[src/hdl/dht_pkg.sv]
// Shared types and constants for the double-hashed key/value table.
package dht_pkg;

  localparam int DEPTH   = 1024;
  localparam int ADDR_W  = $clog2(DEPTH);
  localparam int SIZE_W  = 11;
  localparam int KEY_W   = 34;
  localparam int VAL_W   = 32;
  localparam int WORD_W  = 1 + KEY_W + VAL_W;
  localparam int CNT_W   = $clog2(KEY_W + 1);

  localparam logic [SIZE_W-1:0] SIZE_MAX = SIZE_W'(DEPTH);

  localparam logic [1:0] FUNC_INSERT = 2'd0;
  localparam logic [1:0] FUNC_SEARCH = 2'd1;
  localparam logic [1:0] FUNC_DELETE = 2'd2;

  localparam logic ST_OK   = 1'b0;
  localparam logic ST_FAIL = 1'b1;

  typedef struct packed {
    logic [1:0]       func;
    logic [KEY_W-1:0] phone_key;
    logic [VAL_W-1:0] caller_value;
  } in_t;

  typedef struct packed {
    logic              status;
    logic [ADDR_W-1:0] slot;
    logic [VAL_W-1:0]  found_value;
  } out_t;

  typedef struct packed {
    logic              start;
    logic [KEY_W-1:0]  dividend;
    logic [SIZE_W-1:0] divisor;
  } div_req_t;

  typedef struct packed {
    logic              busy;
    logic              done;
    logic [KEY_W-1:0]  quotient;
    logic [SIZE_W-1:0] remainder;
  } div_rsp_t;

endpackage

[src/hdl/dht_div.sv]
// Restoring divider, one quotient bit per cycle.
module dht_div (
  input  logic              clk,
  input  logic              rst,
  input  dht_pkg::div_req_t req,
  output dht_pkg::div_rsp_t rsp
);

  logic                            busy;
  logic                            done;
  logic [dht_pkg::CNT_W-1:0]       cnt;
  logic [dht_pkg::KEY_W-1:0]       quo;
  logic [dht_pkg::SIZE_W-1:0]      rem;
  logic [dht_pkg::SIZE_W-1:0]      dsr;
  logic [dht_pkg::SIZE_W:0]        trial;
  logic                            ge;
  logic [dht_pkg::SIZE_W-1:0]      rem_next;

  always_comb begin
    trial    = {rem, quo[dht_pkg::KEY_W-1]};
    ge       = trial >= {1'b0, dsr};
    rem_next = ge ? dht_pkg::SIZE_W'(trial - {1'b0, dsr})
                  : trial[dht_pkg::SIZE_W-1:0];
  end

  always_ff @(posedge clk) begin
    if (rst) begin
      busy <= 1'b0;
      done <= 1'b0;
      cnt  <= '0;
    end else begin
      done <= 1'b0;
      if (req.start && !busy) begin
        busy <= 1'b1;
        cnt  <= '0;
        quo  <= req.dividend;
        dsr  <= req.divisor;
        rem  <= '0;
      end else if (busy) begin
        rem <= rem_next;
        quo <= {quo[dht_pkg::KEY_W-2:0], ge};
        cnt <= cnt + 1'b1;
        if (cnt == dht_pkg::CNT_W'(dht_pkg::KEY_W - 1)) begin
          busy <= 1'b0;
          done <= 1'b1;
        end
      end
    end
  end

  assign rsp = '{busy: busy, done: done, quotient: quo, remainder: rem};

endmodule

[config.mk]
export PLATFORM = sky130hd
export DESIGN_NAME = dht_div
export DESIGN_NICKNAME = d
export VERILOG_FILES = /design/src/hdl/dht_pkg.sv /design/src/hdl/dht_div.sv
export SDC_FILE = /design/constraint.sdc
export NUM_CORES = 1
export LEC_CHECK = 0
export BUFFER_PORTS_ARGS = -buffer_cell sky130_fd_sc_hd__buf_4
export CAP_MARGIN = 20
export CORE_MARGIN = 2
export CORE_UTILIZATION = 55
export CTS_CLUSTER_SIZE = 16
export DETAILED_ROUTE_END_ITERATION = 12
export GPL_TIMING_DRIVEN = 0
export PLACE_DENSITY = 0.88
export SLEW_MARGIN = 20
export SYNTH_ARGS = -nofsm -noshare
export SYNTH_HDL_FRONTEND = slang
export SYNTH_SLANG_ARGS = --single-unit
[constraint.sdc]
create_clock -name clk -period 10.5 [get_ports clk]
set_input_delay 3.15 -clock clk [delete_from_list [all_inputs] [get_ports clk]]
set_output_delay 3.15 -clock clk [all_outputs]
set_load 0.01 [all_outputs]
==> reports/metrics.csv <==
metric;value;unit
final hold vios;0;
Clk pwr share;32.9;%
core footprint;0.005540;mm²
IO buf count;94;
HP Class;flop to flop;
Pleak;1.925;nW
status;finished clean;
1st-iter DRT viols;142;
Wirelength per Cell;15.72;µm
first-pass GRT wire length;12.08;mm
Crit. End Element;flop;
Post-route DRC;0;
Tmin final;4.969;ns
Clock Sinks;64;
Setup CP Type;input port to flop;
area grow syn2layout;33.14;%
CTS clk-pin slew, worst paths;0.07;ns
vias per cell;5.327;
routability cong.;0.8674;
die area;0.006383;mm²
post-synth cell types;40;
FILL cells;401;
initial antenna violation count;0;
drt total wl;7.688;mm
Reg power frac;44.2;%
Hold Path Stages;2;
Setup WS pre-CTS;5.132;ns
fin nets;474;
GRT Util Overall;25.48;%
crit path cell chain;buf_4 -> or2b_1 -> clkbuf_1 -> clkbuf_1 -> nor2_1;
FMAX;201.3;MHz
Post CTS Setup Buffer Count;0;
share of post-route cells with drive strength above 1;29.02;%
Placement Rows;27;
largest net degree at the start of global routing;25;
routed via count;2605;
CTS Root Cell;clkbuf_8;
Post-Syn Nets;368;
CP Data Arrival Time;4.94;ns
vias in the first global route;2531;
switching part of the total power;27.82;%
max incr delay on CP;0.81;ns
Warnings, synthesis;0;
starting density of the core;57.18;%
Worst Path Required;10.47;ns
most common cell after layout, fill and taps aside;nand2_1;
mapped cell area;0.003168;mm²
Post-DP HPWL;5.651;mm
Fin Setup TNS;0;ns
Tcrit/Tclk final;47.32;%
most frequent cells in the layout;nand2_1, buf_4, edfxtp_1;
Max Cap Viol;0;
setup violators final;0;
Die W;79.90;µm
post-synthesis average cell area;10.35;µm²
final antenna diode count;0;
Setup crit start;req[45];
clk_skew;0.005748;ns
PostCTS Resize Cnt;0;
peak supply drop;142.6;µV
cells after synthesis;306;
# hold bufs at CTS;0;
Pint;0.5171;mW
CTS tree;done;
Crit Reg-Reg Startpoint;quo[33];
Logic pwr share;22.8;%
worst hold path startpoint;cnt[5];
number of H-tree levels;3;
register area share after synthesis;58.14;%
final setup margin;5.531;ns
NetSw;0.1993;mW
CTS buffer count;9;
R2R depth;10;
Crit path top cell by count;clkbuf_1;
I/O Pins;95;
Worst-Margin Slew;0.9989;ns
Cell Pwr Density;169.9;mW/mm²
worst rel slew slack;33.16;%
CP max stage cell;nor2_1;
RSZ-0062 raised after global routing;no;
register bit total from synthesis;64;
total iterations of the first detailed-routing run;5;
grt total ovfl;0;
Worst setup SP type;input port;
Crit Path Max Fanout;11;
Clk Latency, worst-skew pair;0.35;ns
Final ANT Viol Nets;0;
Longest Clk Path Bufs;2;
max-slew violations;0;
die height;79.90;µm
==> logic make-up after synthesis <==
| kind of cell | after synthesis | synth area share (%) |
|---|---|---|
| AOI/OAI and AO/OA | 33 | 7.781 |
| xor gates and xnor gates | 10 | 2.765 |
| adders and majority gates | 14 | 5.766 |
| buffers and inverters | 27 | 3.712 |
| DFF | 64 | 58.14 |
| muxes | 5 | 1.580 |
| and+or+nand+nor | 153 | 20.26 |
==> final timing paths <==
check | slack, ns | endpoint
worst max register to register | 7.89 | rem[8]
worst min register to register | 0.51 | cnt[5]
worst max-delay path | 5.53 | dsr[0]
worst min-delay path | 0.51 | cnt[5]
==> cells in the mapped netlist <==
master | n | area, µm²
buf_6 | 1 | 11.26
nand2b_4 | 1 | 13.76
buf_2 | 1 | 5.000
o21a_1 | 4 | 30.03
clkbuf_1 | 9 | 33.78
nor3_1 | 4 | 20.02
o31ai_2 | 2 | 25.02
a211o_4 | 1 | 17.52
a21o_1 | 1 | 7.510
or2b_1 | 1 | 7.510
nand2_1 | 109 | 409.1
dfxtp_1 | 8 | 160.2
inv_1 | 14 | 52.55
edfxtp_1 | 56 | 1682
nor2_1 | 18 | 67.56
ha_1 | 13 | 162.7
a211o_1 | 1 | 8.760
o21ai_2 | 1 | 8.760
and3_1 | 1 | 6.260
nor4b_1 | 1 | 8.760
o31a_1 | 2 | 17.52
nand2b_1 | 5 | 31.28
a211oi_1 | 1 | 7.510
xor2_1 | 3 | 26.28
nand4_1 | 3 | 18.77
nor2b_1 | 3 | 18.77
a21oi_1 | 6 | 30.03
fa_1 | 1 | 20.02
o211a_1 | 1 | 10.01
a21boi_0 | 2 | 15.01
buf_4 | 2 | 15.01
or3_1 | 2 | 12.51
o21ai_0 | 7 | 35.03
a21oi_2 | 1 | 8.760
a2111oi_1 | 1 | 10.01
xnor2_1 | 7 | 61.31
o211ai_1 | 2 | 15.01
mux2i_1 | 5 | 50.05
nand3_1 | 3 | 15.01
or2_1 | 2 | 12.51
==> area by class of cell <==
| cell class | count | area (µm²) | share of cell area (%) |
|---|---|---|---|
| Sequential cell | 64 | 1842 | 43.67 |
| Multi-Input combinational cell | 215 | 1216 | 28.83 |
| Timing Repair Buffer | 95 | 733.2 | 17.38 |
| Clock buffer | 9 | 123.9 | 2.937 |
| Clock inverter | 7 | 95.09 | 2.255 |
| Tap cell | 72 | 90.09 | 2.136 |
| Buffer | 13 | 65.06 | 1.543 |
| Inverter | 14 | 52.55 | 1.246 |
==> state kept, by name, summed over array words and instances, names as in the netlist <==
name / cells
busy: 1
cnt: 6
quo: 34
rem: 11
dsr: 11
done: 1
==> through the flow <==
step	total power, mW	area (µm²)	instances	utilization (%)	hold slack (ns)
after floorplan	0.4206	3168	306	-	0.4537
after global placement	0.4762	3964	472	71.54	0.4615
after detailed placement	0.4858	3999	473	72.18	0.5015
after CTS	0.7207	4218	489	76.13	0.5134
after global routing	0.7476	4218	489	76.13	0.5627
final	0.7165	4218	489	76.13	0.5104
==> routing by layer <==
layer	global-route usage [%]	vias to the layer above	wire (µm)
met1	29.95	1233	2927
li1	-	1254	-
met5	0	-	0
met4	13.56	0	242
met2	42.50	98	4109
met3	6.787	20	409
==> critical path, delay by kind of cell <==
kind,cells,cell delay (ns)
simple gates,2,1.10
buf+inv,3,0.68
==> power groups by stage <==
stage / logic [mW] / clock network [mW] / registers (mW)
finish: 0.164 / 0.236 / 0.317
global route: 0.178 / 0.250 / 0.319
CTS: 0.165 / 0.239 / 0.317
detailed placement: 0.163 / 0 / 0.322
global placement: 0.154 / 0 / 0.322
floorplan: 0.0929 / 0 / 0.328
Power figures use the tool's default switching activity.
