File: config.mk
export PLATFORM = sky130hd
export DESIGN_NAME = dht_ram
export DESIGN_NICKNAME = d
export VERILOG_FILES = /design/src/hdl/dht_ram.sv
export SDC_FILE = /design/constraint.sdc
export NUM_CORES = 1
export LEC_CHECK = 0
export ABC_AREA = 1
export BUFFER_PORTS_ARGS = -buffer_cell sky130_fd_sc_hd__buf_2
export CAP_MARGIN = 15
export CORE_UTILIZATION = 37
export CTS_CLUSTER_SIZE = 30
export DETAILED_ROUTE_END_ITERATION = 8
export MAX_ROUTING_LAYER = met4
export PLACE_DENSITY = 0.59
export REMOVE_ABC_BUFFERS = 1
export SKIP_CTS_REPAIR_TIMING = 1
export SLEW_MARGIN = 5
export SYNTH_ARGS = -nofsm -noshare
export SYNTH_HDL_FRONTEND = slang
export SYNTH_SLANG_ARGS = --single-unit
File: constraint.sdc
create_clock -name clk -period 3.35 [get_ports clk]
set_input_delay 0.67 -clock clk [delete_from_list [all_inputs] [get_ports clk]]
set_output_delay 0.67 -clock clk [all_outputs]
set_load 0.03 [all_outputs]
File: src/hdl/dht_ram.sv
// Generic single-port RAM with registered read.
module dht_ram #(
  parameter int WIDTH = 8,
  parameter int DEPTH = 16
) (
  input  logic                     clk,
  input  logic                     we,
  input  logic [$clog2(DEPTH)-1:0] addr,
  input  logic [WIDTH-1:0]         wdata,
  output logic [WIDTH-1:0]         rdata
);

  logic [WIDTH-1:0] mem [DEPTH];

  always_ff @(posedge clk) begin
    if (we) begin
      mem[addr] <= wdata;
    end
    rdata <= mem[addr];
  end

endmodule

==> results by group, run 1 <==
Global route
  • Met2 GRT Util: 26.77%
  • Busiest metal layer after global routing: met2
  • First-pass GRT wire length: 19440 µm
  • GR Util met3: 4.065%
  • Initial antenna violation count: 0
  • Routing usage on met1: between 20% and 30%
  • Total GRT Usage: 17.45%
  • GR Overflow Total: 0
  • Largest net degree at the start of global routing: 62
  • Vias in the first global route: ~3700

Finish
  • Most frequent cells in the layout: nand2_1, edfxtp_1, inv_1, buf_2, nor2_1
  • Share of layout cells above drive strength 1: about a tenth
  • Ant. Diodes: 0
  • Most common cell after layout, fill and taps aside: nand2_1
  • Area grow syn2layout: 15.08%
  • Nets: 586

Synth
  • Post-Syn Instances: ~550
  • Ys Warns: 0
  • Syn Area/Cell: 10.21 µm²
  • FF+latch count, synth: 136
  • Top-area cell type share of the netlist area: 68.72%
  • Cell accounting for the most synthesized area: edfxtp_1
  • Mapped Area: 0.005593 mm²
  • Unique masters post-synth: 11
  • Largest cells by area after synthesis: edfxtp_1, nand2_1, dfxtp_1
  • Sequential element share of the synthesized area: roughly 72%

Worst hold path
  • HP Class: input port to flip-flop

Power
  • Net switching power: 863.1 µW
  • Leakage: about 0.0027 µW
  • Comb pwr share: 6.2%
  • Clock power share: a little under half
  • VDD IR-drop max: 332.3 µV
  • Internal power: about 3100 µW
  • Power per standard cell area: 615.1 mW/mm²
  • Switch share: 21.80%
  • Total power: 3959 µW
  • Sequential Power Share: 48.3%

Place
  • Final Wtd Congestion: 0.8199
  • PortBufs: 21
  • Final HPWL DP: 7606 µm

Status
  • Outcome: finished with violations
  • Failing checks: DRC

Critical path
  • Worst path max stage delay: 0.70 ns
  • Buf/Inv on CP: 2
  • Crit path launch type: input port
  • CP Capture Type: flip-flop
  • Crit Path Class: input port to flip-flop
  • Critical Path Fanout Max: 20
  • Delay-heaviest family, CP: simple AND/OR/NAND/NOR gates
  • Crit-path slowest cell: nor2_1
  • Critical Path AT: 2.17 ns
  • Cell breakdown of the critical path: buf_2 > clkinv_1 > nand3_1 > nor2_1
  • Required @ worst endpoint: 3.38 ns

Drt
  • Initial DRC count: 263
  • DR WL/cell: about 16 µm
  • Vias: 3616
  • DRC Markers: 2
  • Vias/cell: 4.702
  • Drt total wl: 12020 µm
  • 1st-pass router iterations: 6
  • Post-route ant nets: 0

Timing
  • Final Max Slew Viols: 0
  • Final setup fails: 0
  • Final Cycle Share: 63.94%
  • Minimum clock period after layout: 2.142 ns
  • Max Fclk: 0.4669 GHz
  • Relative slew margins: 46.20%
  • Clock Skews: 0.01025 ns
  • RSZ-0062 raised after global routing: no
  • Worst-Margin Slew: 0.8040 ns
  • Final Hold Viols: 0
  • Setup TNS Final: 0 ns

Flow run
  • Max_cap viols: 0

Die
  • Die Height: about 120 µm
  • Initial core utilization: 38.19%
  • I/O pins: 22
  • Core Area: approximately 0.015 mm²
  • Die area: 0.01561 mm²
  • Die Width: 124.9 µm
  • Row cnt: 44

Clock tree
  • Clock root buffer: clkbuf_16
  • CTS buffer count: 17
  • CTS tree: done
  • H-tree Lvls: 4
  • Clock buffer depth: 2
  • # clock sinks: between 100 and 150
  • Clk slew on worst S/H paths: 0.06 ns
  • Skew-Pair Late Insertion Delay: 0.41 ns
-- per-stage QoR --
step	instance area [µm²]	hold slack, ns	utilization (%)	cells	worst slack [ns]
4_1_cts	6436	0.6839	43.95	769	1.259
6_report	6436	0.6873	43.95	769	1.208
3_5_place_dp	5849	0.7438	39.94	737	0.8254
2_1_floorplan	5477	0.6428	-	527	1.115
3_3_place_gp	5849	0.7427	39.94	737	0.8763
5_1_grt	6436	0.6806	43.95	769	1.094
-- final timing paths --
check / slack [ns] / start / to / cells after the start
hold / removal: 0.69 / wdata[5] / mem[7][5] / 1
setup reg to reg: 2.30 / mem[5][1] / rdata[1] / 8
setup / recovery: 1.21 / addr[1] / mem[1][4] / 4
hold reg to reg: 0.76 / mem[2][0] / rdata[0] / 8
-- flip-flops by register name, summed over array words and instances (netlist names) --
register and count:
mem 128, rdata 8
-- logic make-up after synthesis --
kind of cell | synth area share [%]
buffers and inverters | 3.624
flip-flops | 71.59
AND/OR/NAND/NOR | 24.79
-- routing by layer --
metal | up-vias | wire [µm]
met5 | - | 0
met4 | 0 | 239
met3 | 15 | 415
met2 | 80 | 5558
met1 | 1724 | 5804
li1 | 1797 | -
-- Yosys cell counts --
cell type  count
buf_2         12
edfxtp_1     128
nor2_1        18
clkbuf_1       3
inv_2          1
buf_4          6
dfxtp_1        8
clkinv_1       1
inv_1         21
nand2_1      346
nand3_1        4
-- power by group through the flow --
stage | sequential, µW | clock (µW) | combinational (µW)
floorplan | 1970 | 0 | 109
global placement | 1950 | 0 | 245
detailed placement | 1950 | 0 | 247
CTS | 1910 | 1830 | 248
global route | 1920 | 1900 | 276
finish | 1910 | 1800 | 246
-- worst reg2reg max path, delay by kind of cell, from the launching register on --
family | cells | cell delay [ns]
DFF | 1 | 0.37
and+or+nand+nor | 7 | 0.49
buffers and inverters | 1 | 0.06
-- layout make-up --
type / instances / area (µm²)
well taps: 184 / 230.2
inverters: 23 / 86.33
multi-input cells: 368 / 1386
clock buffers: 21 / 460.4
clock inverters: 11 / 126.4
fillers: 1387 / 8208
flip-flops and latches: 136 / 4004
repair buffers: 26 / 142.6
Power figures use the tool's default switching activity.
==> run 2, diff against run 1 <==
--- a/config.mk
+++ b/config.mk
@@ -12,7 +12,7 @@
 export CTS_CLUSTER_SIZE = 30
 export DETAILED_ROUTE_END_ITERATION = 8
 export MAX_ROUTING_LAYER = met4
-export PLACE_DENSITY = 0.59
+export PLACE_DENSITY = 0.61
 export REMOVE_ABC_BUFFERS = 1
 export SKIP_CTS_REPAIR_TIMING = 1
 export SLEW_MARGIN = 5
==> constraint.sdc (replaced) <==
create_clock -name clk -period 1.8 [get_ports clk]
set_input_delay 0.36 -clock clk [delete_from_list [all_inputs] [get_ports clk]]
set_output_delay 0.36 -clock clk [all_outputs]
set_load 0.03 [all_outputs]
==> results by group, run 2 (synthesis results as in run 1) <==
Status
  • Outcome: finished with violations (unchanged)
  • Failing checks: DRC (unchanged)

Timing
  • Minimum clock period after layout: 1.286 ns
  • Final Hold Viols: 0 (unchanged)
  • Hold_ws: 0.3706 ns (was 0.6873 ns)
  • Worst-Margin Slew: 0.3929 ns (was 0.8040 ns)
  • Clock Skews: 0.005249 ns (was 0.01025 ns)
  • Final Cycle Share: 71.44%
  • Final Max Slew Viols: 0 (unchanged)
  • Final setup fails: 0 (unchanged)
  • Fin worst setup slack: 0.5140 ns (was 1.208 ns)
  • RSZ-0062 raised after global routing: no (unchanged)
  • Max Fclk: 0.7776 GHz
  • Relative slew margins: 73.81% (was 46.20%)

Finish
  • # fillers: 1396 (was 1387)
  • Most common cell after layout, fill and taps aside: nand2_1 (unchanged)
  • Share of layout cells above drive strength 1: 12.54% (was 9.744%)
  • Design area: 0.006655 mm² (was 0.006436 mm²)
  • Ant. Diodes: 0 (unchanged)
  • Nets: 607 (was 586)
  • Area grow syn2layout: 18.99% (was 15.08%)
  • Reg with most FFs: mem (unchanged)
  • Biggest regs: mem: 128 flops, rdata: 8 flops (unchanged)
  • Max FFs per register: 128 (unchanged)
  • Most frequent cells in the layout: nand2_1, edfxtp_1, buf_4 (was nand2_1, edfxtp_1, inv_1, buf_2, nor2_1)

Drt
  • Vias/cell: 4.661 (was 4.702)
  • Vias: 3682 (was 3616)
  • 1st-pass router iterations: 7 (was 6)
  • Post-route ant nets: 0 (unchanged)
  • DR WL/cell: 14.96 µm (was 15.63 µm)
  • Drt total wl: 11820 µm (was 12020 µm)
  • Initial DRC count: 251 (was 263)
  • DRC Markers: 4 (was 2)

Power
  • Switch share: 21.10% (was 21.80%)
  • Internal power: 5980 µW (was 3096 µW)
  • Leakage: 0.002865 µW (was 0.002727 µW)
  • Sequential Power Share: 47.0% (was 48.3%)
  • Net switching power: 1599 µW (was 863.1 µW)
  • VDD IR-drop max: 778.1 µV (was 332.3 µV)
  • Comb pwr share: 6.3% (was 6.2%)
  • Power per standard cell area: 1139 mW/mm² (was 615.1 mW/mm²)
  • Clock power share: 46.8% (was 45.5%)

Critical path
  • RR Endpoint: rdata[3] (was rdata[1])
  • Critical Path Sink: rdata[6] (was mem[1][4])
  • CP Capture Type: output port (was flip-flop)
  • Worst reg-to-reg setup slack: 0.77 ns (was 2.30 ns)
  • Required @ worst endpoint: 1.44 ns (was 3.38 ns)
  • CP Depth: 1 (was 4)
  • Crit Path Class: flip-flop to output port (was input port to flip-flop)
  • Critical Path Fanout Max: 1 (was 20)
  • Buf/Inv on CP: 1 (was 2)
  • Delay-heaviest family, CP: flip-flops (was simple AND/OR/NAND/NOR gates)
  • Critical Path AT: 0.93 ns (was 2.17 ns)
  • Cell breakdown of the critical path: buf_2 (was buf_2 > clkinv_1 > nand3_1 > nor2_1)
  • R2R cell count: 8 (unchanged)
  • Crit path launch type: flip-flop (was input port)
  • Worst path max stage delay: 0.32 ns (was 0.70 ns)
  • Crit-path slowest cell: dfxtp_1 (was nor2_1)
  • Critical path origin: rdata[6] (was addr[1])
  • Critical R2R Launch: mem[13][3] (was mem[5][1])

Die
  • Core Area: 0.01464 mm² (unchanged)
  • Die Height: 124.9 µm (unchanged)
  • I/O pins: 22 (unchanged)
  • Die Width: 124.9 µm (unchanged)
  • Row cnt: 44 (unchanged)
  • Die area: 0.01561 mm² (unchanged)
  • Initial core utilization: 38.19% (unchanged)

Global route
  • Total GRT Usage: 17.20% (was 17.45%)
  • Vias in the first global route: 3756 (was 3669)
  • First-pass GRT wire length: 19070 µm (was 19440 µm)
  • GR Overflow Total: 0 (unchanged)
  • Largest net degree at the start of global routing: 35 (was 62)
  • Initial antenna violation count: 0 (unchanged)

Place
  • Final Wtd Congestion: 0.8428 (was 0.8199)
  • Pre-CTS setup slack: 0.1555 ns (was 0.8254 ns)
  • Final HPWL DP: 7539 µm (was 7606 µm)
  • PortBufs: 21 (unchanged)
  • Area of placed instances: 0.006045 mm² (was 0.005849 mm²)

Flow run
  • Max_cap viols: 0 (unchanged)

Worst hold path
  • HP Class: input port to flip-flop (unchanged)

Clock tree
  • CTS buffer count: 17 (unchanged)
  • Clock buffer depth: 2 (unchanged)
  • CTS tree: done (unchanged)
  • H-tree Lvls: 4 (unchanged)
  • # clock sinks: 136 (unchanged)
  • Clk slew on worst S/H paths: 0.06 ns (about the same)
  • Skew-Pair Late Insertion Delay: 0.42 ns (was 0.41 ns)
  • Clock root buffer: clkbuf_16 (unchanged)
run 2: changes by cell type in the layout (fill, tap and decap cells not counted):
| cell | delta |
|---|---|
| buf_12 | +3 |
| buf_4 | +18 |
| bufinv_16 | +2 |
| clkbuf_8 | -2 |
| clkinv_1 | +2 |
| clkinv_4 | -2 |
| clkinvlp_4 | -1 |
| inv_6 | +1 |
run 2: layer usage:
| metal | GRT usage (%) | up-vias | wire (µm) |
|---|---|---|---|
| li1 | - | 1842 | - |
| met4 | 7.245 | 0 | 213 |
| met5 | - | - | 0 |
| met2 | 27.20 | 80 | 5778 |
| met1 | 21.12 | 1744 | 5239 |
| met3 | 4.322 | 16 | 588 |
run 2: layout make-up:
cell class	count	area [µm²]	area share [%]
Inverter	23	86.33	1.297
Multi-Input combinational cell	368	1386	20.83
Clock inverter	13	177.7	2.670
Clock buffer	19	432.9	6.505
Sequential cell	136	4004	60.16
Tap cell	184	230.2	3.459
Timing Repair Buffer	47	337.8	5.076
run 2: power groups by stage:
stage	clock network [µW]	logic [µW]	registers, µW
2_1_floorplan	0	202	3670
3_3_place_gp	0	471	3620
3_5_place_dp	0	477	3620
4_1_cts	3600	481	3560
5_1_grt	3730	535	3570
6_report	3540	475	3560
run 2: worst min-delay path by stage:
stage	from	to	cells past startpoint
after floorplan	wdata[0]	mem[0][0]	0
after global placement	mem[0][4]	rdata[4]	8
after detailed placement	mem[0][4]	rdata[4]	8
after CTS	wdata[3]	mem[15][3]	1
after global routing	wdata[3]	mem[15][3]	1
final	wdata[3]	mem[15][3]	1
run 2: per-stage QoR:
stage | cells | utilization (%) | power [µW] | TNS (ns)
after floorplan | 527 | - | 3869 | -7.028
after global placement | 758 | 41.28 | 4095 | 0
after detailed placement | 758 | 41.28 | 4102 | 0
after CTS | 790 | 45.45 | 7644 | 0
after global routing | 790 | 45.45 | 7827 | 0
final | 790 | 45.45 | 7579 | 0
==> run 3, diff against run 2 <==
--- a/config.mk
+++ b/config.mk
@@ -12,7 +12,7 @@
 export CTS_CLUSTER_SIZE = 30
 export DETAILED_ROUTE_END_ITERATION = 8
 export MAX_ROUTING_LAYER = met4
-export PLACE_DENSITY = 0.61
+export PLACE_DENSITY = 0.59
 export REMOVE_ABC_BUFFERS = 1
 export SKIP_CTS_REPAIR_TIMING = 1
 export SLEW_MARGIN = 5
==> constraint.sdc (replaced) <==
create_clock -name clk -period 1.3 [get_ports clk]
set_input_delay 0.26 -clock clk [delete_from_list [all_inputs] [get_ports clk]]
set_output_delay 0.26 -clock clk [all_outputs]
set_load 0.03 [all_outputs]
==> results by group, run 3 (synthesis results as in run 1) <==
Drt
  • Drt total wl: 12950 µm (was 11820 µm)
  • 1st-pass router iterations: 7 (unchanged)
  • Met2 routed wirelength: 6099 µm (was 5778 µm)
  • DR top layer: met4 (unchanged)
  • DRC Markers: 2 (was 4)
  • DR WL/cell: 16.29 µm (was 14.96 µm)
  • Vias/cell: 4.805 (was 4.661)
  • Vias: 3820 (was 3682)
  • Post-route ant nets: 0 (unchanged)
  • Initial DRC count: 235 (was 251)
  • Met3 Wirelength: 749 µm (was 588 µm)
  • Met1 WL: 5803 µm (was 5239 µm)

Finish
  • Final cell count without fillers: 795 (was 790)
  • Share of layout cells above drive strength 1: 13.58% (was 12.54%)
  • Most common cell after layout, fill and taps aside: nand2_1 (unchanged)
  • Reg with most FFs: mem (unchanged)
  • Max FFs per register: 128 (unchanged)
  • Biggest regs: mem: 128 flops, rdata: 8 flops (unchanged)
  • Nets: 612 (was 607)
  • Most frequent cells in the layout: nand2_1, edfxtp_1, buf_4 (unchanged)
  • Final core occ: 45.61% (was 45.45%)
  • Design area: 0.006679 mm² (was 0.006655 mm²)
  • Ant. Diodes: 0 (unchanged)
  • Area grow syn2layout: 19.42% (was 18.99%)

Flow run
  • Max_cap viols: 0 (unchanged)

Critical path
  • Critical Path AT: 0.92 ns (was 0.93 ns)
  • Crit path launch type: flip-flop (unchanged)
  • RR Endpoint: rdata[7] (was rdata[3])
  • Delay-heaviest family, CP: flip-flops (unchanged)
  • Critical Path Fanout Max: 1 (unchanged)
  • Crit-path slowest cell: dfxtp_1 (unchanged)
  • Critical R2R Launch: mem[13][7] (was mem[13][3])
  • Cell breakdown of the critical path: buf_2 (unchanged)
  • Buf/Inv on CP: 1 (unchanged)
  • Worst path max stage delay: 0.31 ns (was 0.32 ns)
  • Crit Path Class: flip-flop to output port (unchanged)
  • CP Capture Type: output port (unchanged)
  • Worst reg-to-reg setup slack: 0.25 ns (was 0.77 ns)
  • R2R cell count: 8 (unchanged)
  • Required @ worst endpoint: 1.04 ns (was 1.44 ns)

Global route
  • Total GRT Usage: 18.82% (was 17.20%)
  • Initial antenna violation count: 0 (unchanged)
  • Vias in the first global route: 3802 (was 3756)
  • First-pass GRT wire length: 20800 µm (was 19070 µm)
  • GR Overflow Total: 0 (unchanged)
  • Largest net degree at the start of global routing: 33 (was 35)

Place
  • Final Wtd Congestion: 0.7965 (was 0.8428)
  • Final HPWL DP: 8155 µm (was 7539 µm)
  • PortBufs: 21 (unchanged)
  • Area of placed instances: 0.006120 mm² (was 0.006045 mm²)
  • # placed instances: 763 (was 758)

Clock tree
  • Skew-Pair Late Insertion Delay: 0.42 ns (about the same)
  • Clock root buffer: clkbuf_16 (unchanged)
  • CTS buffer count: 17 (unchanged)
  • Clock buffer depth: 2 (unchanged)
  • # clock sinks: 136 (unchanged)
  • H-tree Lvls: 4 (unchanged)
  • CTS tree: done (unchanged)
  • Clk slew on worst S/H paths: 0.06 ns (about the same)

Status
  • Outcome: finished with violations (unchanged)
  • Failing checks: DRC (unchanged)

Timing
  • Final Cycle Share: approximately nine tenths
  • Clock Skews: 0.008036 ns (was 0.005249 ns)
  • Setup TNS Final: 0 ns (unchanged)
  • Max Fclk: 0.8476 GHz
  • Final Max Slew Viols: 0 (unchanged)
  • RSZ-0062 raised after global routing: no (unchanged)
  • Relative slew margins: 71.30% (was 73.81%)
  • Hold_ws: 0.2699 ns (was 0.3706 ns)
  • Final setup fails: 0 (unchanged)
  • Final Hold Viols: 0 (unchanged)
  • Minimum clock period after layout: approximately 1.2 ns
  • Worst-Margin Slew: 0.4305 ns (was 0.3929 ns)

Worst hold path
  • Worst Hold End: mem[4][5] (was mem[15][3])
  • HP Class: input port to flip-flop (unchanged)
  • Worst Hold Launch: wdata[5] (was wdata[3])
  • Worst hold stages: 1 (unchanged)

Die
  • Die Height: 124.9 µm (unchanged)
  • Initial core utilization: 38.19% (unchanged)
  • Die Width: 124.9 µm (unchanged)
  • Core Area: 0.01464 mm² (unchanged)
  • Die area: 0.01561 mm² (unchanged)
  • Row cnt: 44 (unchanged)
  • I/O pins: 22 (unchanged)

Power
  • Leakage: 0.002874 µW (was 0.002865 µW)
  • Comb pwr share: 7.0% (was 6.3%)
  • VDD IR-drop max: 977.0 µV (was 778.1 µV)
  • Clock power share: 44.2% (was 46.8%)
  • Net switching power: 2363 µW (was 1599 µW)
  • Sequential Power Share: 48.8% (was 47.0%)
  • Power per standard cell area: 1513 mW/mm² (was 1139 mW/mm²)
  • Switch share: 23.39% (was 21.10%)
  • Internal power: 7739 µW (was 5980 µW)
==> run 3: metal layers <==
layer | up-vias | global-route usage (%)
met3 | 26 | 4.921
met2 | 134 | 28.19
met4 | 0 | 8.537
li1 | 1852 | -
met1 | 1808 | 24.09
met5 | - | -
==> run 3: through the flow <==
stage / total power, µW / worst slack [ns]
detailed placement: 5726 / -0.1449
floorplan: 5357 / -0.5248
finish: 10100 / 0.1202
global placement: 5722 / -0.1299
CTS: 10170 / 0.09151
global route: 10470 / 0.06774
==> run 3: how the worst max path moves through the flow <==
stage	from	endpoint	slack (ns)	cells after the start
final	rdata[1]	rdata[1]	0.12	1
after global routing	rdata[6]	rdata[6]	0.07	1
after CTS	rdata[6]	rdata[6]	0.09	1
after detailed placement	addr[0]	mem[14][0]	-0.14	5
after global placement	addr[0]	mem[14][0]	-0.13	5
after floorplan	addr[0]	mem[6][0]	-0.52	3
==> run 3: area by class of cell <==
cell class	count	area, µm²
Fill cell	1379	7965
Sequential cell	136	4004
Multi-Input combinational cell	368	1386
Clock buffer	18	429.2
Timing Repair Buffer	52	412.9
Tap cell	184	230.2
Clock inverter	14	130.1
Inverter	23	86.33
==> run 3: power by group through the flow <==
stage / Clock [µW] / Combinational, µW / Sequential [µW]
4_1_cts: 4530 / 710 / 4930
3_3_place_gp: 0 / 703 / 5020
2_1_floorplan: 0 / 280 / 5080
5_1_grt: 4740 / 787 / 4940
6_report: 4470 / 707 / 4930
3_5_place_dp: 0 / 705 / 5020
==> run 3: worst reg2reg max path, cell delays in order, from the launching register on <==
cell and delay [ns]:
edfxtp_1 0.35, nand2_1 0.08, nand2_1 0.05, nand2_1 0.11
nand2_1 0.08, nand2_1 0.09, nand2_1 0.07, inv_1 0.06
nand2_1 0.05
